`config.mk`:
```
export PLATFORM = sky130hd
export DESIGN_NAME = rcbr_fifo
export DESIGN_NICKNAME = d
export VERILOG_FILES = /design/src/rtl/rcbr_pkg.sv /design/src/rtl/rcbr_fifo.sv
export SDC_FILE = /design/constraint.sdc
export NUM_CORES = 1
export LEC_CHECK = 0
export ABC_AREA = 1
export BUFFER_PORTS_ARGS = -buffer_cell sky130_fd_sc_hd__buf_2
export CAP_MARGIN = 40
export CORE_MARGIN = 8
export CORE_UTILIZATION = 50
export DETAILED_ROUTE_END_ITERATION = 16
export PLACE_DENSITY = 0.71
export SLEW_MARGIN = 5
export SYNTH_ARGS = -nofsm -noshare
export SYNTH_HDL_FRONTEND = slang
export SYNTH_SLANG_ARGS = --single-unit
export TNS_END_PERCENT = 30
```
`constraint.sdc`:
```
create_clock -name i_clk -period 2.4 [get_ports i_clk]
set_input_delay 0.12 -clock i_clk [delete_from_list [all_inputs] [get_ports i_clk]]
set_output_delay 0.12 -clock i_clk [all_outputs]
set_load 0.03 [all_outputs]
```
`src/rtl/rcbr_pkg.sv`:
```
package rcbr_pkg;

    // table geometry
    localparam int NODE_COUNT   = 16;
    localparam int NODE_FIELD_W = 4;
    localparam int NODE_W       = $clog2(NODE_COUNT);
    localparam int EDGE_DEPTH   = NODE_COUNT * NODE_COUNT;
    localparam int EDGE_AW      = $clog2(EDGE_DEPTH);

    // field widths
    localparam int WT_W    = 16;
    localparam int DEM_W   = 8;
    localparam int LOAD_W  = 16;
    localparam int COST_W  = 21;
    localparam int IDX_W   = 32;
    localparam int PROD_W  = LOAD_W + COST_W;

    localparam logic [COST_W-1:0] COST_MAX  = {COST_W{1'b1}};
    localparam logic [IDX_W-1:0]  IDX_MAX   = {IDX_W{1'b1}};
    localparam logic [LOAD_W-1:0] CAP_RESET = LOAD_W'(15);
    localparam logic [COST_W-1:0] COST_ONE  = COST_W'(1);

    // hop queue
    localparam int FIFO_DEPTH = 4;
    localparam int FIFO_AW    = $clog2(FIFO_DEPTH);

    // input word kinds
    typedef logic [1:0] t_kind;
    localparam t_kind KIND_EDGE   = 2'd0;
    localparam t_kind KIND_DEMAND = 2'd1;
    localparam t_kind KIND_NODE   = 2'd2;

    // one looked-up hop, front to back
    typedef struct packed {
        logic              present;
        logic [WT_W-1:0]   weight;
        logic [DEM_W-1:0]  demand;
        logic              last;
    } t_hop;

    // one route result
    typedef struct packed {
        logic              route_valid;
        logic [COST_W-1:0] route_cost;
        logic [LOAD_W-1:0] route_value;
        logic              new_best;
        logic              have_best;
        logic [COST_W-1:0] rec_cost;
        logic [LOAD_W-1:0] best_value;
        logic [IDX_W-1:0]  best_route_index;
    } t_result;

endpackage

```
`src/rtl/rcbr_fifo.sv`:
```
module rcbr_fifo (
    input  logic            i_clk,
    input  logic            i_rst_n,
    input  logic            i_push,
    output logic            o_push_rdy,
    input  rcbr_pkg::t_hop  i_data,
    output logic            o_vld,
    input  logic            i_pop,
    output rcbr_pkg::t_hop  o_data
);

    rcbr_pkg::t_hop                r_mem [rcbr_pkg::FIFO_DEPTH];
    logic [rcbr_pkg::FIFO_AW-1:0]  r_wp, r_rp;
    logic [rcbr_pkg::FIFO_AW:0]    r_cnt;
    logic                          w_wr, w_rd;

    assign o_push_rdy = r_cnt != (rcbr_pkg::FIFO_AW+1)'(rcbr_pkg::FIFO_DEPTH);
    assign o_vld      = r_cnt != '0;
    assign w_wr       = i_push && o_push_rdy;
    assign w_rd       = i_pop && o_vld;
    assign o_data     = r_mem[r_rp];

    always_ff @(posedge i_clk) begin
        if (w_wr) begin
            r_mem[r_wp] <= i_data;
        end
    end

    always_ff @(posedge i_clk) begin
        if (!i_rst_n) begin
            r_wp  <= '0;
            r_rp  <= '0;
            r_cnt <= '0;
        end else begin
            if (w_wr) begin
                r_wp <= r_wp + 1'b1;
            end
            if (w_rd) begin
                r_rp <= r_rp + 1'b1;
            end
            if (w_wr && !w_rd) begin
                r_cnt <= r_cnt + 1'b1;
            end else if (w_rd && !w_wr) begin
                r_cnt <= r_cnt - 1'b1;
            end
        end
    end

endmodule

```
==> out/metrics.yaml <==
ir_worst_vdd_mv: 0.734
rrSetupSlack_ns: 0.39
worst-endpoint-required_ns: 2.28
synthMuxAreaShare: 0
layout_min_cycle_time_ns: 2.19
power.density_nw_per_um2: 1220
postCtsSetupBuffers: 0
hold_viol: 0
cts_root_buf: "clkbuf_8"
fmax_mhz: 456
die_h_um: 109
drt_wl_total_mm: 9.18
p_clk_frac: 0.389
setup_viol: 0
ioPinCount: 58
synth_compound_area_frac: 0.102
p_total_mw: 6.92
dp_slack_ns: 0.418
avgSynthCellArea_um2: 13.6
setup_tns_ns: 0
post-place-cells: 475
clockBufferDepth: 2
tightest_slew_ns: 0.561
viasPerCell: 5.33
rsz0062_at_grt: "false"
slew_violations: 0
max-slew-margin-rel: 0.626
synth_simple_gate_area_share: 0.0772
dieArea_um2: 11900
switchingPower_mw: 2.16
status: "finished clean"
grt_pass1_wl_mm: 14.4
hold_class: "input port to flop"
synth_xor_area_frac: 0.00202
antenna_found_initial: 1
core-area_um2: 8550
syn_to_final_growth_pct: 30.8
drv_cap: 0
post-route-period-util: 0.914
holdPathStages: 2
yosysWarnings: 0
cp-start-kind: "flop"
ys_types: 20
synth-seq-area-share: 0.763
drive_gt1_frac: 0.234
p_seq_frac: 0.360
fin_skew_ns: 0.0105
postRouteAntennaNets: 0
final_net_count: 451
p_int_mw: 4.76
dr.first_iter.drc_count: 156
vias: 2856
p_sw_frac: 0.312
port_buffers: 57
die_width_um: 109
cts.htree.levels: 4
fin_ws_ns: 0.207
combPwrFrac: 0.251
grt_usage: 0.163
num_rows: 34
path_class: "flop to output port"
first_pass_iters: 5
synth-seq-cells: 113
fin_cells: 536
grt.overflow.total: 0
ff2ff_path_depth: 9
cts_tree: "done"
clk_pin_slew_ns: 0.06
routabilityCongestion: 0.700
start_util: 0.506
post-route-util: 0.662
critPathMaxFanout: 52
clock_sinks: 113
numCtsBuffers: 17
arrival_ns: 2.07
drc_errors: 0
antenna_cells: 0
synthAdderAreaFrac: 0.0191
insertion_delay_ns: 0.50
synth_area_um2: 4330
worstSetupEndpointType: "output port"
synth_top_family_by_area: "compound AO/OA/AOI/OAI gates"
synth_nets: 355
dp.final_hpwl_mm: 4.91
fill_cells: 595
leakagePower_nw: 2.11
wl_per_cell_um: 17.1
grt_pass1_vias: 2896
synthCells: 319
grt_max_degree: 53
==> power groups by stage <==
stage | registers, mW | logic [mW] | clock network (mW)
3_3_place_gp | 2.52 | 1.68 | 0
3_5_place_dp | 2.53 | 1.72 | 0
2_1_floorplan | 2.51 | 1.23 | 0
4_1_cts | 2.49 | 1.77 | 2.71
6_report | 2.49 | 1.74 | 2.69
5_1_grt | 2.52 | 1.89 | 2.81
==> metrics by stage <==
| stage | hold WS, ns | cell area, um2 |
|---|---|---|
| final | 0.371 | 5660 |
| after global routing | 0.358 | 5660 |
| after CTS | 0.347 | 5660 |
| after detailed placement | 0.338 | 4730 |
| after global placement | 0.334 | 4730 |
| after floorplan | 0.219 | 4330 |
==> synth_stat cells <==
cell type	number	area, um2
xor2_1	1	8.76
buf_2	9	45.0
fa_1	1	20.0
inv_1	14	52.6
a21oi_1	3	15.0
o21ai_1	43	215
o21ai_0	10	50.1
dfxtp_1	9	180
o22ai_1	26	163
buf_6	1	11.3
ha_1	5	62.6
edfxtp_1	104	3120
inv_2	1	3.75
clkinv_2	1	5.00
nand2_2	1	6.26
nand3_1	4	20.0
nand2_1	14	52.6
nand3b_1	1	7.51
buf_4	5	37.5
nor2_1	66	248
==> state kept, by name, summed over array words and instances, names as in the netlist, named ones only <==
register,cells
r_cnt,3
r_mem,104
r_wp,2
r_rp,2
==> worst max-delay path, cell delays in order (launching register included) <==
cell and delay (ns):
dfxtp_2 0.35, buf_4 0.46, o21ai_0 0.22, o22ai_1 0.28, buf_2 0.25
==> logic make-up (layout without fill, tap and decap cells) <==
| kind of cell | after synthesis | count (layout) |
|---|---|---|
| buffers and inverters | 31 | 140 |
| XOR/XNOR | 1 | 1 |
| AND/OR/NAND/NOR | 86 | 86 |
| adder cells (fa/ha/maj) | 6 | 6 |
| flip-flops | 113 | 113 |
| AO/OA/AOI/OAI | 82 | 82 |
==> routing by layer <==
| metal | GRT usage | up-vias | part of all wire |
|---|---|---|---|
| met4 | 0.0655 | 2 | 0.0058 |
| li1 | - | 1356 | - |
| met1 | 0.179 | 1405 | 0.40 |
| met2 | 0.283 | 87 | 0.53 |
| met5 | 0 | - | 0.0014 |
| met3 | 0.0556 | 6 | 0.069 |
==> final cells by class <==
class                      instances  area (um2)  area share
sequential                       113        3300       0.584
inverter                          16        65.1      0.0115
clock buffer                      18         418      0.0738
tap                              108         135      0.0239
multi-input combinational        175         898       0.159
clock inverter                    14         218      0.0385
timing repair buffer              92         621       0.110
==> cells in the final DEF, fill, tap and decap left out, types with 2 or more instances in the layout <==
| cell | count |
|---|---|
| a21oi_1 | 3 |
| inv_4 | 2 |
| nand2_1 | 14 |
| nor2_1 | 62 |
| clkbuf_16 | 16 |
| o22ai_1 | 26 |
| inv_1 | 14 |
| ha_1 | 5 |
| edfxtp_1 | 104 |
| dfxtp_1 | 8 |
| clkinv_1 | 2 |
| clkinv_2 | 6 |
| bufinv_16 | 6 |
| dlygate4sd3_1 | 29 |
| buf_4 | 6 |
| nor2_4 | 4 |
| nand3_1 | 4 |
| o21ai_1 | 43 |
| o21ai_0 | 10 |
| buf_2 | 57 |
==> repair_timing <==
action                                 4_1_cts  5_1_grt
hold buffers                                29        0
setup endpoints to repair                    0        1
endpoints found under the hold margin      113        0
gates resized for setup                      0        3
==> final timing paths <==
| check | from | to |
|---|---|---|
| worst min register to register | r_rp[1] | r_rp[1] |
| worst max-delay path | flop | o_data[22] |
| worst max register to register | r_cnt[1] | r_cnt[1] |
| worst min-delay path | i_data[12] | r_mem[3][12] |
Note: power is estimated with default switching activity, not from simulation.
