<file path="config.mk">
export PLATFORM = sky130hd
export DESIGN_NAME = rcbr_back
export DESIGN_NICKNAME = d
export VERILOG_FILES = /design/src/rtl/rcbr_pkg.sv /design/src/rtl/rcbr_back.sv
export SDC_FILE = /design/constraint.sdc
export NUM_CORES = 2
export LEC_CHECK = 0
export ABC_CLOCK_PERIOD_IN_PS = 6900
export BUFFER_PORTS_ARGS = -buffer_cell sky130_fd_sc_hd__buf_2
export CORE_MARGIN = 2
export CORE_UTILIZATION = 48
export DETAILED_ROUTE_END_ITERATION = 10
export PLACE_DENSITY = 0.67
export SLEW_MARGIN = 15
export SYNTH_ARGS = -nofsm -noshare
export SYNTH_HDL_FRONTEND = slang
export SYNTH_SLANG_ARGS = --single-unit
export TNS_END_PERCENT = 20
</file>
<file path="constraint.sdc">
create_clock -name i_clk -period 6.9 [get_ports i_clk]
set_input_delay 1.035 -clock i_clk [delete_from_list [all_inputs] [get_ports i_clk]]
set_output_delay 1.035 -clock i_clk [all_outputs]
set_load 0.05 [all_outputs]
</file>
<file path="src/rtl/rcbr_pkg.sv">
package rcbr_pkg;

    // table geometry
    localparam int NODE_COUNT   = 16;
    localparam int NODE_FIELD_W = 4;
    localparam int NODE_W       = $clog2(NODE_COUNT);
    localparam int EDGE_DEPTH   = NODE_COUNT * NODE_COUNT;
    localparam int EDGE_AW      = $clog2(EDGE_DEPTH);

    // field widths
    localparam int WT_W    = 16;
    localparam int DEM_W   = 8;
    localparam int LOAD_W  = 16;
    localparam int COST_W  = 21;
    localparam int IDX_W   = 32;
    localparam int PROD_W  = LOAD_W + COST_W;

    localparam logic [COST_W-1:0] COST_MAX  = {COST_W{1'b1}};
    localparam logic [IDX_W-1:0]  IDX_MAX   = {IDX_W{1'b1}};
    localparam logic [LOAD_W-1:0] CAP_RESET = LOAD_W'(15);
    localparam logic [COST_W-1:0] COST_ONE  = COST_W'(1);

    // hop queue
    localparam int FIFO_DEPTH = 4;
    localparam int FIFO_AW    = $clog2(FIFO_DEPTH);

    // input word kinds
    typedef logic [1:0] t_kind;
    localparam t_kind KIND_EDGE   = 2'd0;
    localparam t_kind KIND_DEMAND = 2'd1;
    localparam t_kind KIND_NODE   = 2'd2;

    // one looked-up hop, front to back
    typedef struct packed {
        logic              present;
        logic [WT_W-1:0]   weight;
        logic [DEM_W-1:0]  demand;
        logic              last;
    } t_hop;

    // one route result
    typedef struct packed {
        logic              route_valid;
        logic [COST_W-1:0] route_cost;
        logic [LOAD_W-1:0] route_value;
        logic              new_best;
        logic              have_best;
        logic [COST_W-1:0] rec_cost;
        logic [LOAD_W-1:0] best_value;
        logic [IDX_W-1:0]  best_route_index;
    } t_result;

endpackage

</file>
<file path="src/rtl/rcbr_back.sv">
module rcbr_back (
    input  logic                          i_clk,
    input  logic                          i_rst_n,
    input  logic [rcbr_pkg::LOAD_W-1:0]   i_cap,
    input  logic                          i_vld,
    output logic                          o_pop,
    input  rcbr_pkg::t_hop                i_hop,
    output logic                          o_vld,
    input  logic                          i_rdy,
    output rcbr_pkg::t_result             o_res
);

    // running route
    logic                          r_ok;
    logic [rcbr_pkg::LOAD_W-1:0]   r_load;
    logic [rcbr_pkg::COST_W-1:0]   r_cost;
    // finished route
    logic                          r_e_vld;
    logic                          r_e_ok;
    logic [rcbr_pkg::LOAD_W-1:0]   r_e_load;
    logic [rcbr_pkg::COST_W-1:0]   r_e_cost;
    // cross products
    logic                          r_c_vld;
    logic                          r_c_ok;
    logic [rcbr_pkg::LOAD_W-1:0]   r_c_load;
    logic [rcbr_pkg::COST_W-1:0]   r_c_cost;
    logic [rcbr_pkg::PROD_W-1:0]   r_c_lhs, r_c_rhs;
    // best record
    logic                          r_have;
    logic [rcbr_pkg::LOAD_W-1:0]   r_bv;
    logic [rcbr_pkg::COST_W-1:0]   r_bc;
    logic [rcbr_pkg::IDX_W-1:0]    r_bi;
    logic [rcbr_pkg::IDX_W-1:0]    r_cnt;
    // output
    logic                          r_o_vld;
    rcbr_pkg::t_result             r_o;

    logic                          w_pop, w_good, w_fit, w_win;
    logic                          w_o_take, w_c_go, w_e_go, w_e_free;
    logic [rcbr_pkg::LOAD_W:0]     w_sum_load;
    logic [rcbr_pkg::COST_W:0]     w_sum_cost;
    logic                          n_ok;
    logic [rcbr_pkg::LOAD_W-1:0]   n_load;
    logic [rcbr_pkg::COST_W-1:0]   n_cost;

    assign w_o_take = !r_o_vld || i_rdy;
    assign w_c_go   = r_c_vld && w_o_take;
    // products read the best record, so wait until the compare stage is empty
    assign w_e_go   = r_e_vld && !r_c_vld;
    assign w_e_free = !r_e_vld || w_e_go;
    assign o_pop    = i_vld && (!i_hop.last || w_e_free);
    assign w_pop    = o_pop;

    assign w_sum_load = {1'b0, r_load} + (rcbr_pkg::LOAD_W+1)'(i_hop.demand);
    assign w_fit      = w_sum_load <= {1'b0, i_cap};
    assign w_sum_cost = {1'b0, r_cost} + (rcbr_pkg::COST_W+1)'(i_hop.weight);
    assign w_good     = r_ok && i_hop.present && w_fit;

    always_comb begin
        n_ok   = r_ok && w_good;
        n_load = r_load;
        n_cost = r_cost;
        if (w_good) begin
            n_load = w_sum_load[rcbr_pkg::LOAD_W-1:0];
            n_cost = w_sum_cost[rcbr_pkg::COST_W] ? rcbr_pkg::COST_MAX
                                                   : w_sum_cost[rcbr_pkg::COST_W-1:0];
        end
    end

    always_ff @(posedge i_clk) begin
        if (!i_rst_n) begin
            r_ok   <= 1'b1;
            r_load <= '0;
            r_cost <= '0;
        end else if (w_pop) begin
            if (i_hop.last) begin
                r_ok   <= 1'b1;
                r_load <= '0;
                r_cost <= '0;
            end else begin
                r_ok   <= n_ok;
                r_load <= n_load;
                r_cost <= n_cost;
            end
        end
    end

    always_ff @(posedge i_clk) begin
        if (w_pop && i_hop.last) begin
            r_e_ok   <= n_ok;
            r_e_load <= n_load;
            r_e_cost <= n_cost;
        end
        if (w_e_go) begin
            r_c_ok   <= r_e_ok;
            r_c_load <= r_e_load;
            r_c_cost <= r_e_cost;
            r_c_lhs  <= rcbr_pkg::PROD_W'(r_e_load) * rcbr_pkg::PROD_W'(r_bc);
            r_c_rhs  <= rcbr_pkg::PROD_W'(r_bv) * rcbr_pkg::PROD_W'(r_e_cost);
        end
    end

    assign w_win = r_c_ok && (r_c_lhs > r_c_rhs);

    always_ff @(posedge i_clk) begin
        if (!i_rst_n) begin
            r_e_vld <= 1'b0;
            r_c_vld <= 1'b0;
            r_o_vld <= 1'b0;
            r_have  <= 1'b0;
            r_bv    <= '0;
            r_bc    <= rcbr_pkg::COST_ONE;
            r_bi    <= '0;
            r_cnt   <= '0;
        end else begin
            if (w_pop && i_hop.last) begin
                r_e_vld <= 1'b1;
            end else if (w_e_go) begin
                r_e_vld <= 1'b0;
            end
            if (w_e_go) begin
                r_c_vld <= 1'b1;
            end else if (w_c_go) begin
                r_c_vld <= 1'b0;
            end
            if (w_c_go) begin
                r_o_vld <= 1'b1;
            end else if (i_rdy) begin
                r_o_vld <= 1'b0;
            end
            if (w_c_go) begin
                if (w_win) begin
                    r_have <= 1'b1;
                    r_bv   <= r_c_load;
                    r_bc   <= r_c_cost;
                    r_bi   <= r_cnt;
                end
                if (r_cnt != rcbr_pkg::IDX_MAX) begin
                    r_cnt <= r_cnt + 1'b1;
                end
            end
        end
    end

    always_ff @(posedge i_clk) begin
        if (w_c_go) begin
            r_o.route_valid      <= r_c_ok;
            r_o.route_cost       <= r_c_cost;
            r_o.route_value      <= r_c_load;
            r_o.new_best         <= w_win;
            r_o.have_best        <= r_have || w_win;
            r_o.rec_cost         <= w_win ? r_c_cost : r_bc;
            r_o.best_value       <= w_win ? r_c_load : r_bv;
            r_o.best_route_index <= w_win ? r_cnt : r_bi;
        end
    end

    assign o_vld = r_o_vld;
    assign o_res = r_o;

endmodule

</file>
==> impl_metrics.yaml <==
routing:
  via_count: 27000
  drtAntennaViolNets: 0
  drc: 0
  dr.pass1.iters: 5
  wl_um: 93500
  drt_iter0_markers: 1655
  vias_per_cell: 5.25
  wl_per_cell_um: 18.2
timing:
  holdWs_ns: 0.428
  fin_crit_ns: 6.62
  finalSetupViolCount: 0
  slew_viol_final: 0
  tightestPinTransition_ns: 1.09
  hold_viol: 0
  clock_skew_ns: 0.0306
  max_freq_mhz: 151
  min_period_over_period_pct: 96.0
  final.setup.tns_ns: 0
  timing.slew.headroom_pct: 27.3
  rsz0062_at_grt: "no"
synthesis:
  syn-num-nets: 4740
  synth_warnings: 0
  ys.flop_type: "edfxtp_1"
  synth-edff-count: 259
  yosys.cell_types.count: 83
  synth_async_sr_flop_share_pct: 0
  ys_seq_elements: 402
  synth_seq_area_share_pct: 27.3
  syn_inst: 3868
  netlist_area_um2: 39000
  postSynthAreaPerCell_um2: 10.1
die:
  io_pins: 157
  die_w_um: 289
  core-area_um2: 80500
  die_h_um: 289
  row_count: 104
  fp.dieArea_um2: 83600
  start_util_pct: 48.5
critical_path:
  crit_required_ns: 7.25
  crit_arrival_ns: 6.97
  crit_type: "flip-flop to flip-flop"
  crit_path_end_kind: "flip-flop"
  r2r_cells: 22
  start_kind: "flip-flop"
  path_max_fanout: 9
status:
  outcome: "complete, no violations"
clock_network:
  worst_skew_pair.late_latency_ns: 0.61
  cts_hold_buf: 0
  cts_tree: "yes"
  cts_made_buffers: 49
  path_clk_slew_ns: 0.06
  root_buffer: "clkbuf_16"
  clock_sinks: 402
  htree_levels: 2
  clk_path_buf_depth: 3
grt:
  grt_max_degree: 97
  grt_pass1_vias: 28100
  grt_pass1_wl_um: 151000
  grt_util_all_layers_pct: 23.1
  antenna_found_initial: 0
  overflow: 0
finish:
  area_growth_pct: 10.7
  final_cell_mix: "inv_1 (712), fa_1 (530), nand2_1 (481), and2_1 (317), ha_1 (296)"
  antenna_cells: 0
  fin_area_um2: 43200
  final_common_cell: "inv_1"
  drive_above_1_share_pct: 11.2
  fin_nets: 4904
worst_hold_path:
  hold_depth: 0
  hold_path_class: "flip-flop to flip-flop"
run:
  maxCapViolCount: 0
placed_design:
  gp_congestion: 0.863
  place_area_um2: 41300
  port_buffers: 156
  post-dp-hpwl_um: 74200
power:
  p_per_area_nw_per_um2: 139
  leakage_nw: 20.8
  ir_worst_vdd_mv: 0.163
Yosys cell counts, drive strengths merged (12+ instances only):
cell type / number / area (um2)
clkbuf: 149 / 559
nand2b: 13 / 81.3
nand3: 39 / 195
buf: 23 / 135
dfxtp: 143 / 2860
nand2: 481 / 1810
inv: 713 / 2680
ha: 296 / 3700
xor2: 36 / 315
a21oi: 99 / 503
o31ai: 12 / 109
and3: 17 / 106
o211ai: 13 / 97.6
nor2: 81 / 304
a22o: 22 / 193
and2: 318 / 1990
o21ai: 64 / 324
nand4: 25 / 163
edfxtp: 259 / 7780
o21bai: 13 / 97.6
mux2i: 72 / 721
a21o: 57 / 428
mux2: 76 / 856
a31oi: 20 / 125
xnor2: 85 / 744
fa: 530 / 10600
nor3: 21 / 105
nor2b: 85 / 532
final cells by class:
class                   instances  area (um2)
fillers                      7108       37300
multi-input cells            2581       25100
flip-flops and latches        402       10700
inverters                     713        2680
repair buffers                285        1840
clock buffers                  65        1390
well taps                    1060        1330
clock inverters                27         250
critical path, cell delays in order, from the launching register on:
cell      delay (ns)
edfxtp_1        0.50
buf_12          0.20
buf_4           0.15
and2_1          0.17
fa_1            0.46
fa_1            0.49
fa_1            0.52
inv_1           0.06
fa_1            0.53
inv_1           0.05
fa_1            0.52
fa_1            0.42
ha_1            0.35
a21oi_1         0.13
o21ai_1         0.09
or3_1           0.33
o211ai_1        0.30
o21ai_1         0.17
o41ai_2         0.33
buf_4           0.18
o31a_1          0.15
nor2b_1         0.16
xnor2_1         0.08
repair_timing:
| item | 4_1_cts | 5_1_grt |
|---|---|---|
| gates resized for setup | 0 | 12 |
| hold endpoints to repair | 0 | 0 |
| endpoints found under the setup margin | 0 | 6 |
| buffers inserted | 0 | 23 |
worst paths after layout:
| check | startpoint | to | slack, ns |
|---|---|---|---|
| max | r_e_load[4]$_DFFE_PP_ | r_c_lhs[34]$_DFFE_PP_ | 0.28 |
| min | r_e_ok$_DFFE_PP_ | r_c_ok$_DFFE_PP_ | 0.43 |
| max reg2reg | r_e_load[4]$_DFFE_PP_ | r_c_lhs[34]$_DFFE_PP_ | 0.28 |
| min reg2reg | r_e_ok$_DFFE_PP_ | r_c_ok$_DFFE_PP_ | 0.43 |
through the flow:
| stage | worst slack (ns) | util (%) | cells | power [mW] |
|---|---|---|---|---|
| final | 0.277 | 53.7 | 5133 | 6.02 |
| after global routing | 0.0287 | 53.7 | 5133 | 6.26 |
| after detailed placement | 0.204 | 51.3 | 5018 | 3.44 |
| after floorplan | 0.624 | - | 3868 | 3.20 |
| after global placement | 0.288 | 51.3 | 5018 | 3.43 |
| after CTS | 0.168 | 53.3 | 5110 | 6.07 |
metal layers:
layer	share of wire [%]	GRT usage [%]
met1	41	29.8
met5	0	0
met3	6.0	3.45
met2	49	39.3
met4	4.0	8.63
kinds of logic (layout without fill, tap and decap cells):
kind of cell	after synthesis	count (layout)	share of synthesized area, %
compound gates	373	373	6.47
xor+xnor	121	121	2.72
fa+ha+maj	826	826	36.7
buf+inv	885	1090	8.64
flops	402	402	27.3
mux	148	148	4.04
simple gates	1113	1113	14.2
sequential cells by signal, summed over array words and instances (netlist names):
signal    flops
r_c_lhs      37
o_vld         1
r_c_load     16
r_cnt        32
r_bi         32
r_e_vld       1
r_c_cost     21
r_c_ok        1
r_bv         16
r_load       16
r_bc         21
r_cost       21
r_c_vld       1
r_e_cost     21
r_have        1
o_res       109
r_e_ok        1
r_ok          1
r_c_rhs      37
r_e_load     16
power breakdown:
part | leakage (nW) | switching (mW) | internal [mW]
Sequential | 3.63 | 0.0763 | 2.64
Combinational | 16.4 | 0.447 | 0.254
Clock | 0.796 | 1.10 | 1.51
Total | 20.8 | 1.62 | 4.40
No activity file was read; power rests on OpenSTA's default activity.
